===== src/rtl/mbarp_pkg.sv =====
// shared constants, result type and helper functions of the record parser
package mbarp_pkg;

  localparam int COUNT_CHARS   = 3;
  localparam int NUMBER_DIGITS = 5;

  localparam int VALUE_W  = 16;
  localparam int REMAIN_W = 10;
  localparam int DIGIT_W  = 3;

  localparam logic [7:0] TYPE_BIN   = 8'h00;
  localparam logic [7:0] TYPE_ASC   = 8'h01;
  localparam logic [7:0] CHAR_COMMA = 8'h2c;
  localparam logic [7:0] CHAR_ZERO  = 8'h30;
  localparam logic [7:0] CHAR_NINE  = 8'h39;

  localparam logic KIND_BIN = 1'b0;
  localparam logic KIND_ASC = 1'b1;

  typedef struct packed {
    logic [VALUE_W-1:0] value;
    logic               is_count;
    logic               record_kind;
    logic               last_of_record;
  } result_t;

  function automatic logic is_digit(input logic [7:0] b);
    return (b >= CHAR_ZERO) && (b <= CHAR_NINE);
  endfunction

  // acc * 10 + digit, wrapping at 16 bits
  function automatic logic [VALUE_W-1:0] times_ten_add(input logic [VALUE_W-1:0] acc,
                                                       input logic [7:0] b);
    logic [7:0] digit;
    digit = b - CHAR_ZERO;
    return (acc << 3) + (acc << 1) + {{(VALUE_W-8){1'b0}}, digit};
  endfunction

endpackage


===== src/rtl/mbarp_in_if.sv =====
// byte stream channel: one raw byte or an end-of-stream mark per transaction
interface mbarp_in_if;
  logic       valid;
  logic       ready;
  logic [7:0] data_byte;
  logic       end_mark;

  modport source (output valid, output data_byte, output end_mark, input ready);
  modport sink (input valid, input data_byte, input end_mark, output ready);
endinterface


===== src/rtl/mbarp_out_if.sv =====
// result channel: one decoded count or number per transaction
interface mbarp_out_if;
  logic        valid;
  logic        ready;
  logic [15:0] value;
  logic        is_count;
  logic        record_kind;
  logic        last_of_record;

  modport source (output valid, output value, output is_count, output record_kind,
                  output last_of_record, input ready);
  modport sink (input valid, input value, input is_count, input record_kind,
                input last_of_record, output ready);
endinterface


===== src/rtl/mbarp_parser.sv =====
// record parser state and per-byte decode logic
module mbarp_parser
  import mbarp_pkg::*;
(
  input  logic       clk,
  input  logic       rst,
  input  logic       take,
  input  logic [7:0] data_byte,
  input  logic       end_mark,
  output logic       res_valid,
  output result_t    res
);

  localparam logic [2:0] PH_WAIT      = 3'd0;
  localparam logic [2:0] PH_BIN_COUNT = 3'd1;
  localparam logic [2:0] PH_BIN_HIGH  = 3'd2;
  localparam logic [2:0] PH_BIN_LOW   = 3'd3;
  localparam logic [2:0] PH_ASC_COUNT = 3'd4;
  localparam logic [2:0] PH_ASC_NUM   = 3'd5;

  logic [2:0]          phase, phase_next;
  logic                kind, kind_next;
  logic [REMAIN_W-1:0] remaining, remaining_next;
  logic [VALUE_W-1:0]  accumulator, accumulator_next;
  logic [7:0]          high_byte, high_byte_next;
  logic [DIGIT_W-1:0]  digit_count, digit_count_next;
  logic                count_done, count_done_next;

  logic [REMAIN_W-1:0] rem_dec;
  logic [DIGIT_W-1:0]  digit_inc;
  logic [VALUE_W-1:0]  acc_step;
  logic [VALUE_W-1:0]  count_val;
  logic                byte_is_type;

  assign rem_dec      = remaining - REMAIN_W'(1);
  assign digit_inc    = digit_count + DIGIT_W'(1);
  assign acc_step     = times_ten_add(accumulator, data_byte);
  assign byte_is_type = (data_byte == TYPE_BIN) || (data_byte == TYPE_ASC);

  always_comb begin
    phase_next       = phase;
    kind_next        = kind;
    remaining_next   = remaining;
    accumulator_next = accumulator;
    high_byte_next   = high_byte;
    digit_count_next = digit_count;
    count_done_next  = count_done;
    res_valid        = 1'b0;
    res              = '0;
    count_val        = '0;

    if (end_mark) begin
      if (phase == PH_ASC_NUM) begin
        res_valid          = 1'b1;
        res.value          = accumulator;
        res.record_kind    = KIND_ASC;
        res.last_of_record = 1'b1;
      end
      phase_next       = PH_WAIT;
      accumulator_next = '0;
      digit_count_next = '0;
      remaining_next   = '0;
    end else begin
      unique case (phase)
        PH_BIN_COUNT: begin
          res_valid        = 1'b1;
          res.value        = {{(VALUE_W-8){1'b0}}, data_byte};
          res.is_count     = 1'b1;
          res.record_kind  = KIND_BIN;
          remaining_next   = (data_byte == 8'd0) ? REMAIN_W'(1)
                                                 : {{(REMAIN_W-8){1'b0}}, data_byte};
          accumulator_next = '0;
          digit_count_next = '0;
          phase_next       = PH_BIN_HIGH;
        end
        PH_BIN_HIGH: begin
          high_byte_next = data_byte;
          phase_next     = PH_BIN_LOW;
        end
        PH_BIN_LOW: begin
          res_valid          = 1'b1;
          res.value          = {high_byte, data_byte};
          res.record_kind    = KIND_BIN;
          res.last_of_record = (rem_dec == '0);
          remaining_next     = rem_dec;
          phase_next         = (rem_dec == '0) ? PH_WAIT : PH_BIN_HIGH;
        end
        PH_ASC_COUNT: begin
          count_val = accumulator;
          if (!count_done && is_digit(data_byte)) begin
            count_val        = acc_step;
            accumulator_next = acc_step;
          end else begin
            count_done_next = 1'b1;
          end
          digit_count_next = digit_inc;
          if (digit_inc >= DIGIT_W'(COUNT_CHARS)) begin
            res_valid        = 1'b1;
            res.value        = count_val;
            res.is_count     = 1'b1;
            res.record_kind  = KIND_ASC;
            remaining_next   = (count_val == '0) ? REMAIN_W'(1) : count_val[REMAIN_W-1:0];
            accumulator_next = '0;
            digit_count_next = '0;
            phase_next       = PH_ASC_NUM;
          end
        end
        PH_ASC_NUM: begin
          if (is_digit(data_byte)) begin
            if (digit_count < DIGIT_W'(NUMBER_DIGITS)) begin
              accumulator_next = acc_step;
              digit_count_next = digit_inc;
            end
          end else if (data_byte == CHAR_COMMA) begin
            res_valid          = 1'b1;
            res.value          = accumulator;
            res.record_kind    = KIND_ASC;
            res.last_of_record = (rem_dec == '0);
            remaining_next     = rem_dec;
            if (rem_dec == '0) begin
              phase_next = PH_WAIT;
            end
            accumulator_next = '0;
            digit_count_next = '0;
          end else if (byte_is_type) begin
            res_valid          = 1'b1;
            res.value          = accumulator;
            res.record_kind    = KIND_ASC;
            res.last_of_record = 1'b1;
            remaining_next     = '0;
            if (data_byte == TYPE_BIN) begin
              kind_next  = KIND_BIN;
              phase_next = PH_BIN_COUNT;
            end else begin
              kind_next        = KIND_ASC;
              phase_next       = PH_ASC_COUNT;
              accumulator_next = '0;
              digit_count_next = '0;
              count_done_next  = 1'b0;
            end
          end
        end
        default: begin
          if (data_byte == TYPE_BIN) begin
            kind_next  = KIND_BIN;
            phase_next = PH_BIN_COUNT;
          end else if (data_byte == TYPE_ASC) begin
            kind_next        = KIND_ASC;
            phase_next       = PH_ASC_COUNT;
            accumulator_next = '0;
            digit_count_next = '0;
            count_done_next  = 1'b0;
          end else begin
            phase_next = PH_WAIT;
          end
        end
      endcase
    end
  end

  always_ff @(posedge clk) begin
    if (rst) begin
      phase       <= PH_WAIT;
      kind        <= KIND_BIN;
      remaining   <= '0;
      accumulator <= '0;
      high_byte   <= '0;
      digit_count <= '0;
      count_done  <= 1'b0;
    end else if (take) begin
      phase       <= phase_next;
      kind        <= kind_next;
      remaining   <= remaining_next;
      accumulator <= accumulator_next;
      high_byte   <= high_byte_next;
      digit_count <= digit_count_next;
      count_done  <= count_done_next;
    end
  end

  a_remaining_live: assert property (@(posedge clk) disable iff (rst)
    (phase == PH_BIN_HIGH || phase == PH_BIN_LOW || phase == PH_ASC_NUM) |-> remaining != '0)
    else $error("numbers pending with zero remaining");

  a_digit_bound: assert property (@(posedge clk) disable iff (rst)
    digit_count <= DIGIT_W'(NUMBER_DIGITS))
    else $error("digit count out of range");

  a_count_not_last: assert property (@(posedge clk) disable iff (rst)
    (take && res_valid && res.is_count) |-> !res.last_of_record)
    else $error("count marked as last number");

  a_end_flush: assert property (@(posedge clk) disable iff (rst)
    (take && end_mark) |=> (phase == PH_WAIT && accumulator == '0 && remaining == '0))
    else $error("end of stream did not return to idle");

endmodule


===== src/rtl/mixed_binary_ascii_record_parser_top.sv =====
// top level of the mixed binary / ascii record parser
//
// bytes: one transaction per stream byte; end_mark high marks end of stream,
//   its data_byte is ignored and a pending ascii number is flushed
// results: one transaction per decoded count or number; is_count flags the
//   record's element count, record_kind gives binary or ascii, and
//   last_of_record flags the final number of a record
// every byte is decoded in the cycle it is taken; a result appears on the
//   results channel in the cycle after the byte that completes it
// throughput is one byte per cycle unless a held result stalls the bytes channel;
//   the single output register holds the result while the receiver has not taken it
// bytes that complete no result pass without occupying the output register
// when results.ready is low with a result held, bytes.ready drops until the
//   result is taken; the held result stays unchanged meanwhile
// synchronous reset returns the parser to waiting for a type byte, clears its
//   counters and drops any held result
module mixed_binary_ascii_record_parser_top
  import mbarp_pkg::*;
(
  input logic            clk,
  input logic            rst,
  mbarp_in_if.sink       bytes,
  mbarp_out_if.source    results
);

  logic    take;
  logic    res_valid;
  result_t res;
  logic    out_valid;
  result_t out_data;
  logic    room;

  assign room        = !out_valid || results.ready;
  assign bytes.ready = room;
  assign take        = bytes.valid && room;

  mbarp_parser u_parser (
    .clk       (clk),
    .rst       (rst),
    .take      (take),
    .data_byte (bytes.data_byte),
    .end_mark  (bytes.end_mark),
    .res_valid (res_valid),
    .res       (res)
  );

  always_ff @(posedge clk) begin
    if (rst) begin
      out_valid <= 1'b0;
    end else if (room) begin
      out_valid <= take && res_valid;
    end
  end

  always_ff @(posedge clk) begin
    if (room && take && res_valid) begin
      out_data <= res;
    end
  end

  assign results.valid          = out_valid;
  assign results.value          = out_data.value;
  assign results.is_count       = out_data.is_count;
  assign results.record_kind    = out_data.record_kind;
  assign results.last_of_record = out_data.last_of_record;

endmodule

===== src/flat_wrapper.sv =====
// flat-port wrapper written by rule: the top's interface ports become plain ports
module mixed_binary_ascii_record_parser_top_flat import mbarp_pkg::*;
  (clk, rst, bytes_valid, bytes_data_byte, bytes_end_mark, bytes_ready, results_valid, results_value, results_is_count, results_record_kind, results_last_of_record, results_ready);
  mbarp_in_if bytes_i ();
  mbarp_out_if results_i ();
  input logic clk;
  input logic rst;
  input wire logic [$bits(bytes_i.valid)-1:0] bytes_valid;
  input wire logic [$bits(bytes_i.data_byte)-1:0] bytes_data_byte;
  input wire logic [$bits(bytes_i.end_mark)-1:0] bytes_end_mark;
  output wire logic [$bits(bytes_i.ready)-1:0] bytes_ready;
  output wire logic [$bits(results_i.valid)-1:0] results_valid;
  output wire logic [$bits(results_i.value)-1:0] results_value;
  output wire logic [$bits(results_i.is_count)-1:0] results_is_count;
  output wire logic [$bits(results_i.record_kind)-1:0] results_record_kind;
  output wire logic [$bits(results_i.last_of_record)-1:0] results_last_of_record;
  input wire logic [$bits(results_i.ready)-1:0] results_ready;
  assign bytes_i.valid = bytes_valid;
  assign bytes_i.data_byte = bytes_data_byte;
  assign bytes_i.end_mark = bytes_end_mark;
  assign bytes_ready = bytes_i.ready;
  assign results_valid = results_i.valid;
  assign results_value = results_i.value;
  assign results_is_count = results_i.is_count;
  assign results_record_kind = results_i.record_kind;
  assign results_last_of_record = results_i.last_of_record;
  assign results_i.ready = results_ready;
  mixed_binary_ascii_record_parser_top u_core (.clk(clk), .rst(rst), .bytes(bytes_i), .results(results_i));
endmodule

===== config.mk =====
export PLATFORM = sky130hd
export DESIGN_NAME = mixed_binary_ascii_record_parser_top_flat
export DESIGN_NICKNAME = d
export VERILOG_FILES = /design/src/rtl/mbarp_pkg.sv /design/src/rtl/mbarp_in_if.sv /design/src/rtl/mbarp_out_if.sv /design/src/rtl/mbarp_parser.sv /design/src/rtl/mixed_binary_ascii_record_parser_top.sv /design/src/flat_wrapper.sv
export SDC_FILE = /design/constraint.sdc
export NUM_CORES = 1
export LEC_CHECK = 0
export BUFFER_PORTS_ARGS = -buffer_cell sky130_fd_sc_hd__buf_2
export CELL_PAD_IN_SITES_DETAIL_PLACEMENT = 1
export CELL_PAD_IN_SITES_GLOBAL_PLACEMENT = 2
export CORE_ASPECT_RATIO = 0.6
export CORE_UTILIZATION = 40
export DETAILED_ROUTE_END_ITERATION = 7
export PLACE_DENSITY = 0.83
export SLEW_MARGIN = 20
export SYNTH_ARGS = -nofsm -noshare
export SYNTH_HDL_FRONTEND = slang
export SYNTH_SLANG_ARGS = --single-unit

===== constraint.sdc =====
create_clock -name clk -period 9.2 [get_ports clk]
set_clock_uncertainty 0.15 [all_clocks]
set_input_delay 0.92 -clock clk [delete_from_list [all_inputs] [get_ports clk]]
set_output_delay 0.92 -clock clk [all_outputs]
set_load 0.02 [all_outputs]

---- After elaboration in Yosys (flattened, before gate mapping) ----
Index checks and enable logic that the tools add are counted.
word-level totals
  input bits .............................. 13
  logic and storage cells ................. 140
  bits in registers ....................... 61
  output and inout port bits .............. 21
operators by class
  reduce and logical (&&, ||, !) cells .... 24
  muxes and demuxes ....................... 72
  add/subtract/negate cells ............... 5
  equality and inequality tests ........... 22
  bitwise operators ....................... 2
  magnitude comparators ................... 4
operators by type and width
  operator                                                                             count
  16-bit 2-to-1 mux                                                                    17
  16-bit one-hot mux with 4 select lines                                               2
  10-bit 2-to-1 mux                                                                    6
  3-bit 2-to-1 mux                                                                     18
  10-bit one-hot mux with 4 select lines                                               1
  18-bit 2-to-1 mux                                                                    1
  16-bit adder                                                                         1
  16-bit by 8-bit adder with 16-bit output                                             1
  16-bit logical NOT                                                                   1
  5-bit by 3-bit != test with 1-bit output, second input constant                      3
  3-bit one-hot mux with 5 select lines                                                1
  1-bit 2-to-1 mux                                                                     13
  2-bit 2-to-1 mux                                                                     6
  3-bit one-hot mux with 4 select lines                                                1
  10-bit logical NOT                                                                   1
  2-bit != test, second input constant                                                 5
  10-bit AND reduction                                                                 1
  5-bit AND reduction                                                                  2
  5-bit nonzero test                                                                   2
  10-bit by 1-bit subtractor with 10-bit output, second input constant                 1
  8-bit by 1-bit equality test with 1-bit output, second input constant                1
  8-bit by 6-bit equality test with 1-bit output, second input constant                1
  8-bit by 6-bit greater-or-equal comparator with 1-bit output, second input constant  1
  8-bit by 6-bit <= comparator with 1-bit output, second input constant                1
  other kinds (24)                                                                     41

---- Longest topological paths before layout ----
Gate-level depths: netlist (run 1).
  word-level depth ........................ 11
  gate-level depth with buffers ........... 12
  gate-level depth less buffers ........... 12

---- Modules after synthesis ----
A second synthesis (run 1) with hierarchy kept.
second synthesis, totals
  cells, all modules ...................... 574
  area total of the unflattened synthesis .. 4,670.7 um^2
by module, submodules not included
  module                                times used  sequential area each (um^2)  area an instance (um^2)  cells an instance
  mbarp_parser                          1           820.8                        4,032.6                  549
  mixed_binary_ascii_record_parser_top  1           590.6                        638.1                    25

---- Worst setup path after synthesis (run 1) ----
Ideal clock, no wire load.
  path kind ............................... input to register
  from .................................... in bytes_data_byte[4]
  to ...................................... reg u_core.u_parser.remaining[0]
  path buffers ............................ 0
  data required time ...................... 8,964 ps
  library setup time ...................... 86 ps
  arrival time ............................ 3,646 ps
  setup slack ............................. 5,319 ps
  cell stages on the path ................. 12
  cell sequence ........................... ha_1 xnor2_1 fa_1 ha_1 inv_1 nor4_1 o21ai_0 and3b_1 xnor2_1 nor4bb_1 o2111ai_1 a211oi_1
on the way
  word-level cells in the longest chain between the ends .. 11
  elaborated cells on any way between the ends .. 24
  those cells by class .................... 2 x add/sub; 2 x order compare; 4 x eq/ne; 10 x mux; 6 x reduce/logical
RTL lines
  item                                                                                               line                 text
  from (decl)                                                                                        flat_wrapper.sv:9    input wire logic [$bits(bytes_i.data_byte)-1:0] bytes_data_byte;
  parallel branches: the longest is 11 deep, another holds 16-bit by 8-bit adder with 16-bit output  -
  to (signal assigned)                                                                               mbarp_parser.sv:173  remaining <= remaining_next;
  to (decl)                                                                                          mbarp_parser.sv:23   logic [REMAIN_W-1:0] remaining, remaining_next;
Several ways; the timed one is not identified. The select of a mux whose other input is x is not followed.
A chain may end at the register's enable or synchronous reset.

---- Final worst setup path (run 1) ----
Ends and elaborated chain as after synthesis.

==> key figures, run 1 <==
Floorplanning
  • Core ar.: about 0.011 mm²
  • I/O pin count: 34
  • Total die area: 0.01206 mm²
  • Die height: between 80 and 90 µm
  • FP Rows: 30
  • Initial Util: between 40% and 50%
  • Die Wd: around 140 µm

Synth
  • Area leader, netlist: dfxtp_1
  • Most common cell in the netlist: nor2_1
  • Avg Cell Area, Syn: ~8.4 µm²
  • Top_reg_cell synth: dfxtp_1
  • Synth Instances: 554
  • Most frequent cells after synthesis: 54 x nor2_1, 42 x dfxtp_1, 41 x a21oi_1, 41 x nand2_1, 39 x o21ai_0
  • Mapped cell area: 0.004643 mm²
  • Mapped Nets: just over 600
  • FFs w/ async S/R, synth: 0%
  • Seq cells post-synth: 61
  • YS warnings: 0
  • EDFF count, synth: 19
  • Synth top area cells: dfxtp_1 18%, edfxtp_1 12%, ha_1 8.4%
  • Unique cell type count in the Yosys netlist: 73
  • Sequential cell area fraction in the yosys report: a little under a third
  • Post-synth top area share: between 10% and 20%

Timing
  • RSZ-0062 raised after global routing: false
  • Slew Viols, Final: 0
  • Setup total negative slack: 0 ps
  • Fin. Hold Viols: 0
  • Slew @ Worst Pin: a little over 900 ps
  • Final min period: ~4200 ps
  • Max transition margin: 38.05%
  • Final period util: 45.91%
  • Peak Freq: 0.2368 GHz
  • Final setup vio count: 0

Final layout
  • Layout Cells excl Fill: ~740
  • Layout cells sized above 1: a little under an eighth
  • Post-layout net count: 620
  • Fill cells: around 1,300
  • Final core utilization: a little under half
  • Ant diodes: 0
  • Area growth, synth to finish: 11.94%
  • Post-route cell area: 0.005197 mm²

CTS
  • Total CTS buffers: 9
  • H-tree depth: 3
  • TritonCTS clock tree: done
  • Skew-Pair Late Insertion Delay: roughly 340 ps
  • CTS Buffer Depth: 2
  • Post_cts resized: 0
  • Cts hold-fix bufs: 0
  • Clk root buf: clkbuf_16
  • Setup bufs post-CTS: 0
  • Clock slew at reported path FFs: 60 ps
  • TritonCTS Sinks: 61

Min path
  • Worst Hold Endpoint: u_core.u_parser.remaining[5]
  • Cell count of the worst hold path: 2
  • Min-Delay Startpoint: u_core.u_parser.remaining[5]
  • Worst min-delay path class: flip-flop to flip-flop

Route
  • WL/cell: roughly 22 µm
  • Final wirelength: about 16,000 µm
  • Antenna viol nets, final: 0
  • DRC viols: 0
  • Vias/cell: about 6.2
  • Initial DRC Count: roughly 460
  • Via count: roughly 4,600
  • Pre-Repair DR Iteration Count: 5

Power and ir drop
  • Clock group share of total power: ~52%
  • Switch share: between 20% and 30%
  • Internal Pwr Total: between 0.0005 and 0.0006 W
  • Leakage power: just under 2 nW
  • Maximum VDD drop: roughly 0.000085 V
  • Pwr/cell area: approximately 130 mW/mm²
  • Power Total: 0.0006786 W
  • Comb power frac: under 10%
  • Net Sw Power: roughly 0.00017 W
  • Seq pwr share: around two fifths

Outcome
  • Status: finished clean

GRT
  • Vias in the first global route: between 4,000 and 5,000
  • Total gr overflow: 0
  • Largest net degree at the start of global routing: 36
  • Initial antenna violation count: 0
  • GRT Overall Usage: between 20% and 30%
  • First-pass GRT wire length: 25,760 µm

Critical path
  • Path depth of the worst reg2reg path: 10
  • Reg2reg end: u_core.u_parser.remaining[0]
  • Crit path DAT: 4330 ps
  • Critical path class: input port to flip-flop
  • Startpoint types: input port
  • Critical Path Sink Type: flip-flop
  • CP Max Fanout: 5
  • Worst EP required: 9310 ps
  • Reg2reg start: u_core.u_parser.accumulator[0]
  • R2R setup slack: 5360 ps

Place
  • DP Area: 0.004898 mm²
  • Inst Count DP: 719
  • Routability cong.: 0.9010
  • Detailed placement HPWL: approximately 12,000 µm
  • PortBufs: 33

Flow run
  • Maxcap violations: 0
==> power by group through the flow <==
stage	clock, W	sequential [W]	combinational, W
2_1_floorplan	0	0.000283	0.0000343
3_3_place_gp	0	0.000284	0.0000493
3_5_place_dp	0	0.000284	0.0000501
4_1_cts	0.000354	0.000278	0.0000507
5_1_grt	0.000366	0.000278	0.0000560
6_report	0.000349	0.000278	0.0000512
==> flip-flops by register name, summed over array words and instances, names as in the netlist <==
register / flops
u_core.u_parser.accumulator: 16
u_core.u_parser.remaining: 10
u_core.u_parser.phase: 3
u_core.results.last_of_record: 1
u_core.u_parser.high_byte: 8
u_core.results.valid: 1
u_core.results.is_count: 1
u_core.results.value: 16
u_core.u_parser.count_done: 1
u_core.results.record_kind: 1
u_core.u_parser.digit_count: 3
==> placed cells by master (no fill, tap or decap), drive strengths merged, types with 7 or more instances in the layout <==
master and count:
clkbuf 9, mux2i 15, dfxtp 42, nand2 41, xor2 7, nor2 55, buf 35, edfxtp 19
a22o 17, nand2b 8, nand3 15, o21ai 44, o22ai 7, nor3 23, ha 31, a22oi 7
inv 18, or3 10, a21oi 42, xnor2 13
==> worst max-delay path by stage <==
| stage | start | endpoint | slack [ps] | depth (start not counted) |
|---|---|---|---|---|
| CTS | bytes_data_byte[4] | u_core.u_parser.remaining[0] | 5020 | 13 |
| floorplan | bytes_data_byte[4] | u_core.u_parser.remaining[0] | 5320 | 12 |
| global placement | bytes_data_byte[4] | u_core.u_parser.remaining[0] | 4820 | 13 |
| finish | bytes_data_byte[4] | u_core.u_parser.remaining[0] | 4980 | 13 |
| global route | bytes_data_byte[6] | u_core.u_parser.remaining[0] | 4780 | 13 |
| detailed placement | bytes_data_byte[5] | u_core.u_parser.remaining[0] | 4680 | 13 |
==> worst max-delay path: stages <==
cell and delay (ps):
buf_2 120, ha_1 250, xnor2_1 270, fa_1 440, ha_1 390, inv_1 60
nor4_1 520, o21ai_0 200, and3b_1 220, xnor2_1 230, nor4bb_1 320, o2111ai_1 160
a211oi_1 240
==> cells by family (layout without fill, tap and decap cells) <==
group / count (synthesis) / after routing / synth area share, %
muxes: 16 / 16 / 3.476
and+or+nand+nor: 203 / 203 / 22.85
DFF: 61 / 61 / 30.40
xor gates and xnor gates: 20 / 20 / 3.773
AOI/OAI and AO/OA: 170 / 170 / 24.49
buffers and inverters: 47 / 68 / 4.069
adders and majority gates: 37 / 37 / 10.94
==> routing by layer <==
metal  vias to the layer above  global-route usage, %  part of all wire, %
met5                         -                  2.429                    0
met3                        22                  6.208                  8.0
met2                       208                  40.50                   40
met4                         0                  7.806                  1.4
met1                      2230                  42.45                   50
li1                       2109                      -                    -
==> through the flow <==
stage	hold slack (ps)	setup WS (ps)
after global routing	373.0	4779
after CTS	354.5	5020
after global placement	326.3	4825
final	352.7	4976
after floorplan	297.7	5319
after detailed placement	345.8	4682
==> layout make-up <==
type	instances	area, µm²	area share, %
clock buffers	9	225.2	4.333
repair buffers	35	180.2	3.467
inverters	17	63.81	1.228
flip-flops and latches	61	1411	27.15
clock inverters	7	73.82	1.420
well taps	160	200.2	3.852
multi-input cells	446	3043	58.55
Power figures use the tool's default switching activity.
==> inputs of run 2 (changes only) <==
Settings changed: CORE_UTILIZATION 40 to 37, PLACE_DENSITY 0.83 to 0.78.
Clock period 9.2 ns to 4.4 ns, I/O delays scaled along.
==> key figures, run 2 (same netlist as run 1, synthesis figures left out) <==
Timing
  • Fin. Hold Viols: 0 (unchanged)
  • Setup total negative slack: 0 ps (unchanged)
  • WHS: 313.8 ps (was 352.7 ps)
  • RSZ-0062 raised after global routing: false (unchanged)
  • Slew @ Worst Pin: 965.9 ps (was 924.2 ps)
  • Slew Viols, Final: 0 (unchanged)
  • Peak Freq: 0.2578 GHz
  • Final setup vio count: 0 (unchanged)
  • Final period util: roughly nine tenths
  • Final min period: 3879 ps
  • Max transition margin: 35.26% (was 38.05%)

Critical path
  • Critical Path Sink Type: flip-flop (unchanged)
  • CP Max Fanout: 7 (was 5)
  • Worst EP required: 4500 ps (was 9310 ps)
  • Setup crit start: u_core.u_parser.accumulator[0] (was bytes_data_byte[4])
  • Critical path class: flip-flop to flip-flop (was input port to flip-flop)
  • R2R setup slack: 520 ps (was 5360 ps)
  • Startpoint types: flip-flop (was input port)
  • Crit path DAT: 3980 ps (was 4330 ps)
  • Reg2reg start: u_core.u_parser.accumulator[0] (unchanged)

CTS
  • H-tree depth: 3 (unchanged)
  • Skew-Pair Late Insertion Delay: 340 ps (about the same)
  • Cts hold-fix bufs: 0 (unchanged)
  • Clock slew at reported path FFs: 60 ps (about the same)
  • TritonCTS clock tree: done (unchanged)
  • Total CTS buffers: 9 (unchanged)
  • Clk root buf: clkbuf_16 (unchanged)
  • Post_cts resized: 0 (unchanged)
  • Setup bufs post-CTS: 0 (unchanged)
  • CTS Buffer Depth: 2 (unchanged)
  • TritonCTS Sinks: 61 (unchanged)

Power and ir drop
  • Comb power frac: 7.6% (was 7.5%)
  • Power Total: 0.001420 W (was 0.0006786 W)
  • Maximum VDD drop: 0.0001923 V (was 0.00008532 V)
  • Seq pwr share: 41.0% (about the same)
  • Pwr/cell area: 270.6 mW/mm² (was 130.6 mW/mm²)
  • Net Sw Power: 0.0003646 W (was 0.0001745 W)
  • Leakage power: 2.004 nW (was 1.974 nW)
  • Switch share: 25.67% (was 25.72%)
  • Clock group share of total power: 51.5% (about the same)
  • Internal Pwr Total: 0.001056 W (was 0.0005040 W)

Final layout
  • Fill cells: 1,457 (was 1,310)
  • Layout Cells excl Fill: 746 (was 735)
  • Post-route cell area: 0.005249 mm² (was 0.005197 mm²)
  • Area growth, synth to finish: 13.04% (was 11.94%)
  • Area occupied by multi-input gates: 0.003043 mm² (unchanged)
  • Commonest cells after routing, fill and taps aside: 54 x nor2_1, 42 x dfxtp_1, 41 x a21oi_1, 41 x nand2_1, 39 x o21ai_0 (unchanged)
  • Layout cells sized above 1: 12.91% (was 12.00%)
  • FF/Latch Area: 0.001411 mm² (unchanged)
  • Post-layout net count: 626 (was 620)
  • Ant diodes: 0 (unchanged)
  • Leading cell type in the layout, fill and taps excluded: nor2_1 (unchanged)

Floorplanning
  • Total die area: 0.01302 mm² (was 0.01206 mm²)
  • I/O pin count: 34 (unchanged)
  • Core ar.: 0.01214 mm² (was 0.01130 mm²)
  • FP Rows: 31 (was 30)
  • Die Wd: 146.6 µm (was 141.1 µm)
  • Die height: 88.78 µm (was 85.46 µm)
  • Initial Util: 38.25% (was 41.10%)

Route
  • WL/cell: 22.53 µm (was 22.37 µm)
  • DRC viols: 0 (unchanged)
  • Final wirelength: 16,810 µm (was 16,440 µm)
  • Initial DRC Count: 305 (was 461)
  • Antenna viol nets, final: 0 (unchanged)
  • Vias/cell: 6.133 (was 6.216)
  • Via count: 4,575 (was 4,569)
  • Pre-Repair DR Iteration Count: 4 (was 5)

GRT
  • Total gr overflow: 0 (unchanged)
  • Vias in the first global route: 4,438 (was 4,473)
  • GRT Overall Usage: 26.95% (was 28.50%)
  • First-pass GRT wire length: 26,380 µm (was 25,760 µm)
  • Largest net degree at the start of global routing: 36 (unchanged)
  • Initial antenna violation count: 0 (unchanged)

Flow run
  • Maxcap violations: 0 (unchanged)

Place
  • DP Area: 0.004950 mm² (was 0.004898 mm²)
  • Inst Count DP: 730 (was 719)
  • PortBufs: 33 (unchanged)
  • Detailed placement HPWL: 12,590 µm (was 12,280 µm)
  • Routability cong.: 0.9437 (was 0.9010)

Min path
  • Min-Delay Startpoint: results_ready (was u_core.u_parser.remaining[5])
  • Worst min-delay path class: input port to flip-flop (was flip-flop to flip-flop)

Outcome
  • Status: finished clean (unchanged)
run 2: through the flow:
stage	worst slack [ps]	utilization, %
6_report	521.0	43.23
5_1_grt	377.5	43.23
4_1_cts	656.5	43.23
3_5_place_dp	342.3	40.77
3_3_place_gp	576.8	40.77
2_1_floorplan	998.5	-
run 2: worst max-delay path, stage by stage (launching register included):
cell,delay [ps]
dfxtp_1,590
fa_1,530
ha_1,310
a211oi_1,480
nor4_1,170
or2_2,340
o211a_1,290
nand4b_1,190
nor4bb_1,330
o2111ai_1,170
a211oi_1,240
run 2: final timing paths:
kind	to	cells past startpoint
setup / recovery	u_core.u_parser.remaining[0]	10
hold / removal	u_core.results.valid	3
setup reg to reg	u_core.u_parser.remaining[0]	10
hold reg to reg	u_core.u_parser.remaining[5]	2
run 2: cell type report:
type / instances / area share (%)
Multi-Input combinational cell: 446 / 57.97
Sequential cell: 61 / 26.89
Clock buffer: 9 / 4.291
Timing Repair Buffer: 41 / 4.291
Tap cell: 165 / 3.933
Clock inverter: 7 / 1.406
Inverter: 17 / 1.216
run 2: power groups by stage:
stage / logic (W) / registers, W / clock network (W)
global placement: 0.000104 / 0.000594 / 0
detailed placement: 0.000106 / 0.000594 / 0
CTS: 0.000107 / 0.000582 / 0.000745
global route: 0.000118 / 0.000582 / 0.000761
finish: 0.000107 / 0.000582 / 0.000731
floorplan: 0.0000718 / 0.000592 / 0
run 2: layer usage:
metal / routed length [µm] / up-vias / part of all wire [%] / track usage (%)
met5: 0 / - / 0 / 0
met4: 127 / 0 / 0.76 / 5.492
met3: 1255 / 12 / 7.5 / 6.031
met2: 6821 / 160 / 41 / 38.86
met1: 8604 / 2289 / 51 / 40.46
li1: - / 2114 / - / -
